$ cat src/rtl/spi_pkg.sv
// Shared types, widths and codes for the segment against plane crossing block.
package spi_pkg;

  // coordinate and register widths
  localparam int CW     = 32;
  localparam int LIM_W  = 17;
  localparam int LIM2_W = 34;

  // plane value, plane value difference and squared length widths
  localparam int PV_W  = 67;
  localparam int NV_W  = 68;
  localparam int L2_W  = 66;

  // parallel test: |N| is squared from two limbs, L2 is scaled in two limbs
  localparam int NSPLIT  = 25;
  localparam int L2SPLIT = 33;
  localparam int PL_W    = L2SPLIT + LIM2_W;
  localparam int SQ_W    = 4 * NSPLIT;

  // queue between classifier and divider
  localparam int QDEPTH = 4;

  // register indexes
  localparam logic [2:0] REG_PLANE_A   = 3'd0;
  localparam logic [2:0] REG_PLANE_B   = 3'd1;
  localparam logic [2:0] REG_PLANE_C   = 3'd2;
  localparam logic [2:0] REG_PLANE_D   = 3'd3;
  localparam logic [2:0] REG_PAR_LIMIT = 3'd4;

  typedef enum logic [1:0] {
    ST_HIT      = 2'd0,
    ST_SIDE     = 2'd1,
    ST_PARALLEL = 2'd2
  } status_t;

  typedef struct packed {
    logic signed [CW-1:0] start_x;
    logic signed [CW-1:0] start_y;
    logic signed [CW-1:0] start_z;
    logic signed [CW-1:0] end_x;
    logic signed [CW-1:0] end_y;
    logic signed [CW-1:0] end_z;
  } seg_t;

  typedef struct packed {
    logic [1:0]           status;
    logic signed [CW-1:0] hit_x;
    logic signed [CW-1:0] hit_y;
    logic signed [CW-1:0] hit_z;
  } res_t;

  typedef struct packed {
    logic signed [CW-1:0] a;
    logic signed [CW-1:0] b;
    logic signed [CW-1:0] c;
    logic signed [CW-1:0] d;
    logic [LIM2_W-1:0]    lim2;
  } plane_cfg_t;

  // classified segment handed from the front to the divider
  typedef struct packed {
    status_t                status;
    logic [2:0][CW-1:0]     start;
    logic [2:0][CW-1:0]     dmag;
    logic [2:0]             dneg;
    logic [PV_W-1:0]        mag1;
    logic [NV_W-1:0]        nmag;
  } job_t;

endpackage

$ cat src/rtl/spi_queue.sv
// Short word queue between the classifier and the divider.
module spi_queue (
  input  logic          clk,
  input  logic          rst,
  input  logic          push_valid,
  output logic          push_ready,
  input  spi_pkg::job_t push_data,
  output logic          pop_valid,
  input  logic          pop_ready,
  output spi_pkg::job_t pop_data
);
  import spi_pkg::*;

  localparam int AW = $clog2(QDEPTH);

  job_t          store [QDEPTH];
  logic [AW-1:0] wr_ptr, rd_ptr;
  logic [AW:0]   count;
  logic          push, pop;

  assign push_ready = (count != (AW+1)'(QDEPTH));
  assign pop_valid  = (count != '0);
  assign pop_data   = store[rd_ptr];
  assign push       = push_valid && push_ready;
  assign pop        = pop_valid && pop_ready;

  // track pointers and fill level
  always_ff @(posedge clk) begin
    if (rst) begin
      wr_ptr <= '0;
      rd_ptr <= '0;
      count  <= '0;
    end else begin
      if (push) begin
        wr_ptr <= wr_ptr + AW'(1);
      end
      if (pop) begin
        rd_ptr <= rd_ptr + AW'(1);
      end
      if (push && !pop) begin
        count <= count + (AW+1)'(1);
      end else if (pop && !push) begin
        count <= count - (AW+1)'(1);
      end
    end
  end

  // hold the word
  always_ff @(posedge clk) begin
    if (push) begin
      store[wr_ptr] <= push_data;
    end
  end

endmodule

$ cat config.mk
export PLATFORM = sky130hd
export DESIGN_NAME = spi_queue
export DESIGN_NICKNAME = d
export VERILOG_FILES = /design/src/rtl/spi_pkg.sv /design/src/rtl/spi_queue.sv
export SDC_FILE = /design/constraint.sdc
export NUM_CORES = 1
export LEC_CHECK = 0
export BUFFER_PORTS_ARGS = -buffer_cell sky130_fd_sc_hd__buf_4
export CORE_MARGIN = 2
export CORE_UTILIZATION = 61
export DETAILED_ROUTE_END_ITERATION = 10
export HOLD_SLACK_MARGIN = 0.12
export MAX_ROUTING_LAYER = met4
export PLACE_DENSITY = 0.9
export REMOVE_ABC_BUFFERS = 1
export SYNTH_ARGS = -nofsm -noshare
export SYNTH_HDL_FRONTEND = slang
export SYNTH_SLANG_ARGS = --single-unit
$ cat constraint.sdc
create_clock -name clk -period 16.4 [get_ports clk]
set_input_delay 3.28 -clock clk [delete_from_list [all_inputs] [get_ports clk]]
set_output_delay 3.28 -clock clk [all_outputs]
set_load 0.03 [all_outputs]
* Word-level counts from Yosys, hierarchy flattened *
Memories as Yosys holds them, arrays and structs flattened. A register that Yosys moved wholly into a read port is not among the register bits.
Index checks and enable logic that the tools add are counted.

cells by class
  order comparisons = 0
  shift operators = 0
  divide/modulo/power cells = 0
  reductions and logical operators = 8
  equal/unequal tests = 1
  bitwise gates (word level) = 0
  add/subtract/negate cells = 4
  mux-type cells = 6
  multipliers = 0

operators with widths
  operator             number
  $mux 3               2
  $add 2x1->2 const B  2
  $logic_and 1x1->1    4
  $mux 2               2
  $add 3x1->3 const B  1
  $ne 3x3->1 const B   1
  $reduce_bool 3->1    1
  $sub 3x1->3 const B  1
  $logic_not 1->1      2
  $mux 1               2
  $reduce_bool 2->1    1

word-level totals
  memories kept = 1
  RAM bits = 1328
  word-level logic and storage cells = 23
  bits in registers = 7
  bits in read-only memories = 0
  latch bits = 0

memories
  memory  depth  width  rd ports  clocked after memory_dff  write ports  RTL line         text
  store   4      332    1         1                         1            spi_queue.sv:16  job_t store [QDEPTH];

* Longest topological paths before layout *
Gate-level depths: netlist of run 1.

  depth in word-level cells = 6
  gate-level depth with buffers = 8
  depth with buffers taken out = 8

* Worst setup path after synthesis of run 1 *
Ideal clock, no wire load.

  path type = input-to-reg
  start = input port push_valid
  end = memory store[0][0] in the netlist's numbering (enable)
  path slack = 4.558 ns
  cell stages on the path = 2
  data arrival time = 11.105 ns
  buffers on the path = 0
  library setup time = 0.737 ns
  cell sequence = a21boi_2 and2_1

on the way
  word-level cells in the longest chain between the ends = 3

RTL lines
  element                       RTL line         text
  start: declaration            spi_queue.sv:5   input logic push_valid,
  $logic_and 1x1->1             spi_queue.sv:24  assign push = push_valid && push_ready;
  $mux 1                        spi_queue.sv:50  if (push) begin
  $mux 1 (not written as such)  spi_queue.sv:51  store[wr_ptr] <= push_data;
  end: declaration              spi_queue.sv:16

No other way between the ends.

==> results of run 1 <==
## through the flow
step	TNS (ns)	instance area, µm²	std cells	utilization [%]
2_1_floorplan	-557.81	47820	1707	-
3_3_place_gp	0	54380	3449	69.06
3_5_place_dp	0	54380	3449	69.06
4_1_cts	0	58480	3682	74.27
5_1_grt	0	58560	3715	74.38
6_report	0	58560	3715	74.38
## worst max-delay path, delay by kind of cell (launching register included)
kind	cells	cell delay, ns
buf+inv	3	2.01
flops	1	0.93
mux	1	0.69
## sequential cells by signal, indices dropped and copies added, names as in the netlist, named ones only
signal  count
rd_ptr      2
store    1328
count       3
wr_ptr      2
## path summary, 6_finish.rpt
path                         to  depth (start not counted)
setup / recovery   pop_data[23]                          4
hold reg to reg       wr_ptr[1]                          2
setup reg to reg  store[3][161]                          5
hold / removal        wr_ptr[1]                          2
## layout make-up
| type | instances | share of cell area, % |
|---|---|---|
| diodes | 33 | 0.1410 |
| well taps | 1050 | 2.243 |
| clock inverters | 75 | 1.233 |
| repair buffers | 692 | 8.935 |
| multi-input cells | 367 | 13.25 |
| clock buffers | 158 | 5.771 |
| flip-flops and latches | 1337 | 68.41 |
| inverters | 3 | 0.01923 |
## placed cells by master (no fill, tap or decap), drive strengths merged
cell	instances
mux2	1
nand2	1
clkinv	63
clkbuf	158
diode	33
o31ai	1
nor2	8
mux4	332
o311ai	1
o21ai	1
xor2	4
clkinvlp	4
fa	1
a21oi	1
and2	4
edfxtp	1328
dfxtp	9
inv	4
ha	5
nand2b	2
buf	692
or3	2
bufinv	7
mux2i	2
a21boi	1
## cell families (layout without fill, tap and decap cells)
group / count (synthesis) / count (layout) / share of synthesized area (%)
buf+inv: 78 / 928 / 1.192
simple gates: 17 / 17 / 0.1732
compound gates: 5 / 5 / 0.07757
flops: 1337 / 1337 / 82.80
mux: 335 / 335 / 15.52
other cells: 0 / 33 / 0
fa+ha+maj: 6 / 6 / 0.1707
xor+xnor: 4 / 4 / 0.07240
## layer usage
| layer | wire length, µm | share of wire [%] | vias to the layer above |
|---|---|---|---|
| li1 | - | - | 9303 |
| met1 | 38500 | 31 | 12420 |
| met2 | 67720 | 55 | 1570 |
| met3 | 10350 | 8.4 | 342 |
| met4 | 7036 | 5.7 | 0 |
| met5 | 0 | 0 | - |
## power by group through the flow
stage          Combinational (mW)  Clock (mW)  Sequential [mW]
4_1_cts                      3.02        2.91             4.31
5_1_grt                      3.10        3.03             4.33
3_5_place_dp                 2.96           0             4.36
2_1_floorplan                2.02           0             4.59
6_report                     3.00        2.88             4.31
3_3_place_gp                 2.90           0             4.31
==> flow_metrics.env, run 1 <==
export IMPL_hp_class="reg2reg"
export IMPL_place_hpwl_mm=70.69
export IMPL_met3_usage_pct=7.679
export IMPL_seq_power_share_pct=42.3
export IMPL_first_iter_violations=2481
export IMPL_p_comb_share_pct=29.4
export IMPL_dieArea_um2=81580
export IMPL_synth_top_cell_area_share_pct=82.42
export IMPL_intPower_mw=6.934
export IMPL_final_antenna_net_count=0
export IMPL_rsz0062_at_grt="no"
export IMPL_row_count=103
export IMPL_synth_area_leaders="edfxtp_1 82%, mux4_2 15%, buf_6 0.74%"
export IMPL_maxCapViolCount=0
export IMPL_drive_above_1_share_pct=45.93
export IMPL_cts_buffers=130
export IMPL_ys_types=22
export IMPL_crit_type="reg2out"
export IMPL_drc=0
export IMPL_vdd_drop_max_uv=174.5
export IMPL_cts_root_buffer="clkbuf_16"
export IMPL_cp_end_kind="primary output"
export IMPL_crit_top_cell="buf_4"
export IMPL_worst_slew_pin_slew_ns=1.213
export IMPL_ys_ff_latch=1337
export IMPL_ctsHoldBuffers=0
export IMPL_antenna_found_initial=33
export IMPL_grt_pass1_vias=25150
export IMPL_arrival_ns=4.45
export IMPL_syn_area_per_cell_um2=27.15
export IMPL_fmax_mhz=129.4
export IMPL_gp_congestion=0.8339
export IMPL_synth_most_common_cell="edfxtp_1"
export IMPL_hold_viol=0
export IMPL_grt_use_met1_pct=34.04
export IMPL_async_flop_share_pct=0
export IMPL_multi_input_area_um2=7757
export IMPL_critical_path_required_ns=13.12
export IMPL_core_um2=78740
export IMPL_synthFlopType="edfxtp_1"
export IMPL_power_share_clock_pct=28.3
export IMPL_post_route_min_period_ns=7.725
export IMPL_cp_slowest_cell="dfxtp_4"
export IMPL_portBuffers=669
export IMPL_startpoint_type="flop"
export IMPL_powerDensity_nw_per_um2=174.0
export IMPL_finalSetupViolCount=0
export IMPL_clkTransAtPathRegs_ns=0.06
export IMPL_synth_top_area_cell="edfxtp_1"
export IMPL_status="finished, final reports clean"
export IMPL_holdWs_ns=0.5937
export IMPL_first_pass_iters=5
export IMPL_clk_latency_ns=0.71
export IMPL_fp_dieH_um=285.6
export IMPL_postSynthCellCount=1782
export IMPL_fin_crit_sh_pct=47.10
export IMPL_r2r_start="count[0]"
export IMPL_start_util_pct=61.44
export IMPL_setup_ws_ns=8.675
export IMPL_synth_edf_count=1328
export IMPL_hp_start="wr_ptr[1]"
export IMPL_num_fill_cells=3800
export IMPL_area_growth_pct=21.05
export IMPL_ctsResizeCount=0
export IMPL_num_vias=23640
export IMPL_num_io_pins=670
export IMPL_drv_slew=0
export IMPL_h_tree_depth=4
export IMPL_p_total_mw=10.19
export IMPL_synth_cell_area_um2=48380
export IMPL_switching_share_pct=31.95
export IMPL_ys_top_cells_by_count="1328 x edfxtp_1, 332 x mux4_2, 35 x buf_2"
export IMPL_clockBufferDepth=3
export IMPL_critPathMaxFanout=49
export IMPL_drt_total_wl_mm=123.6
export IMPL_numClockSinks=1337
export IMPL_clock_skew_ns=0.03927
export IMPL_post_cts_buffers=0
export IMPL_p_sw_mw=3.255
export IMPL_r2r_slack_ns=11.91
export IMPL_p_leak_nw=19.46
export IMPL_yosys_warnings=0
export IMPL_met2_usage_pct=53.99
export IMPL_seq_area_um2=40070
export IMPL_yosysSeqAreaShare_pct=82.80
export IMPL_pre_cts_ws_ns=9.283
export IMPL_die_w_um=285.6
export IMPL_grt_pass1_wl_mm=175.5
export IMPL_path_cells="buf_4 > buf_4 > mux4_2 > buf_4"
export IMPL_overflow=0
export IMPL_grt_max_degree=162
export IMPL_nets=2873
export IMPL_globalRouteTotalUtil_pct=31.41
export IMPL_cts_tree="yes"
export IMPL_wire_per_inst_um=33.27
export IMPL_busiest_layer="met2"
export IMPL_avgViaCountPerCell=6.363
export IMPL_relSlewSlack_pct=19.13
export IMPL_slowest_delay_ns=0.93
Note: power is estimated with default switching activity, not from simulation.
==> run 2, diff against run 1 <==
--- a/config.mk
+++ b/config.mk
@@ -7,11 +7,11 @@
 export LEC_CHECK = 0
 export BUFFER_PORTS_ARGS = -buffer_cell sky130_fd_sc_hd__buf_4
 export CORE_MARGIN = 2
-export CORE_UTILIZATION = 61
+export CORE_UTILIZATION = 51
 export DETAILED_ROUTE_END_ITERATION = 10
 export HOLD_SLACK_MARGIN = 0.12
 export MAX_ROUTING_LAYER = met4
-export PLACE_DENSITY = 0.9
+export PLACE_DENSITY = 0.81
 export REMOVE_ABC_BUFFERS = 1
 export SYNTH_ARGS = -nofsm -noshare
 export SYNTH_HDL_FRONTEND = slang
==> constraint.sdc (replaced) <==
create_clock -name clk -period 6.8 [get_ports clk]
set_input_delay 1.36 -clock clk [delete_from_list [all_inputs] [get_ports clk]]
set_output_delay 1.36 -clock clk [all_outputs]
set_load 0.03 [all_outputs]
==> flow_metrics.env, run 2 (synthesis results as in run 1) <==
export IMPL_top_register="store"
export IMPL_cp_slowest_cell="dfxtp_4"
export IMPL_cts_tree="yes"
export IMPL_post_cts_buffers=0
export IMPL_final_common_cell="edfxtp_1"
export IMPL_startpoint_type="flop"
export IMPL_clkTransAtPathRegs_ns=0.06
export IMPL_relSlewSlack_pct=29.83
export IMPL_multi_input_area_um2=7757
export IMPL_power_share_clock_pct=28.1
export IMPL_seq_area_um2=40070
export IMPL_clockBufferDepth=3
export IMPL_ctsHoldBuffers=0
export IMPL_grt_max_degree=132
export IMPL_tns_ns=0
export IMPL_final_antenna_net_count=0
export IMPL_seq_power_share_pct=42.7
export IMPL_placed_area_um2=54820
export IMPL_cts_buffers=133
export IMPL_fmax_mhz=217.7
export IMPL_num_fill_cells=5895
export IMPL_globalRouteTotalUtil_pct=22.07
export IMPL_arrival_ns=3.23
export IMPL_fin_cells=3911
export IMPL_vdd_drop_max_uv=367.7
export IMPL_antenna_found_initial=11
export IMPL_grt_pass1_vias=23630
export IMPL_row_count=112
export IMPL_fin_crit_sh_pct=67.54
export IMPL_critPathMaxFanout=71
export IMPL_pre_cts_ws_ns=2.856
export IMPL_crit_family="flip-flops"
export IMPL_utilization_pct=62.92
export IMPL_r2r_slack_ns=3.79
export IMPL_cp_end_kind="primary output"
export IMPL_holdWs_ns=0.5370
export IMPL_die_w_um=312.0
export IMPL_hold_viol=0
export IMPL_switching_share_pct=30.79
export IMPL_dieArea_um2=97350
export IMPL_ctsResizeCount=0
export IMPL_powerDensity_nw_per_um2=410.8
export IMPL_final_cell_mix="1328 x edfxtp_1, 687 x buf_4, 332 x mux4_2"
export IMPL_reg_top3="store x1328, count x3"
export IMPL_rsz0062_at_grt="no"
export IMPL_largest_reg_flops=1328
export IMPL_place_hpwl_mm=63.57
export IMPL_gp_congestion=0.7973
export IMPL_min_to="rd_ptr[1]"
export IMPL_dp_cells=3661
export IMPL_maxCapViolCount=0
export IMPL_area_growth_pct=21.74
export IMPL_first_iter_violations=2055
export IMPL_status="finished, final reports clean"
export IMPL_drv_slew=0
export IMPL_drive_above_1_share_pct=45.82
export IMPL_hp_start="rd_ptr[1]"
export IMPL_intPower_mw=16.75
export IMPL_wire_per_inst_um=26.79
export IMPL_fp_dieH_um=312.0
export IMPL_path_cells="buf_12 > mux4_2 > buf_4"
export IMPL_drt_total_wl_mm=104.8
export IMPL_setup_ws_ns=2.207
export IMPL_nets=2884
export IMPL_p_sw_mw=7.452
export IMPL_p_leak_nw=19.52
export IMPL_num_io_pins=670
export IMPL_first_pass_iters=7
export IMPL_hold_depth=2
export IMPL_p_comb_share_pct=29.2
export IMPL_num_vias=22370
export IMPL_start_util_pct=51.69
export IMPL_post_route_min_period_ns=4.593
export IMPL_h_tree_depth=4
export IMPL_critical_path_required_ns=5.44
export IMPL_worst_slew_pin_slew_ns=1.052
export IMPL_clk_latency_ns=0.73
export IMPL_slowest_delay_ns=1.02
export IMPL_portBuffers=669
export IMPL_drc=0
export IMPL_clock_skew_ns=0.02729
export IMPL_core_um2=93610
export IMPL_r2r_cells=4
export IMPL_p_total_mw=24.20
export IMPL_rr_endpoint="store[0][197]"
export IMPL_worst_path_buf_inv=2
export IMPL_cts_root_buffer="clkbuf_16"
export IMPL_hp_class="reg2reg"
export IMPL_finalSetupViolCount=0
export IMPL_crit_type="reg2out"
export IMPL_grt_pass1_wl_mm=153.7
export IMPL_numClockSinks=1337
export IMPL_r2r_start="count[0]"
export IMPL_avgViaCountPerCell=5.719
export IMPL_overflow=0
export IMPL_stdcell_area_um2=58900
run 2: cell types whose count changed in the layout (fill, tap and decap cells not counted), sizes merged:
cell      delta
clkbuf      +15
buf          +8
inv          +6
diode       -21
bufinv       -4
clkinv       -9
clkinvlp     -3
run 2: power groups by stage:
| stage | combinational (mW) | clock, mW | sequential (mW) |
|---|---|---|---|
| after global routing | 7.37 | 7.20 | 10.4 |
| after floorplan | 3.85 | 0 | 10.9 |
| final | 7.07 | 6.79 | 10.3 |
| after global placement | 7.00 | 0 | 10.4 |
| after detailed placement | 7.09 | 0 | 10.5 |
| after CTS | 7.16 | 6.94 | 10.3 |
run 2: worst max path at each step:
stage	startpoint	end	depth (start not counted)
2_1_floorplan	flop	pop_data[0]	1
3_3_place_gp	flop	pop_data[141]	3
3_5_place_dp	flop	pop_data[232]	3
4_1_cts	flop	pop_data[232]	3
5_1_grt	flop	pop_data[17]	3
6_report	flop	pop_data[17]	3
run 2: worst reg2reg max path: stages, from the launching register on:
cell,delay (ns)
dfxtp_1,0.46
nor2_1,0.11
a21boi_2,0.35
and2_4,0.85
buf_12,0.49
run 2: cell type report:
class,instances,area share [%]
Sequential cell,1337,68.02
Multi-Input combinational cell,367,13.17
Clock buffer,173,6.086
Timing Repair Buffer,700,9.198
Antenna cell,12,0.05098
Clock inverter,65,0.7902
Inverter,3,0.01912
Tap cell,1254,2.664
run 2: layer usage:
layer / GRT usage, % / wire length (µm) / up-vias
met5: - / 0 / -
met4: 8.774 / 3777 / 0
met3: 5.687 / 8001 / 204
met2: 37.36 / 56500 / 1017
met1: 25.26 / 36500 / 11840
li1: - / - / 9303
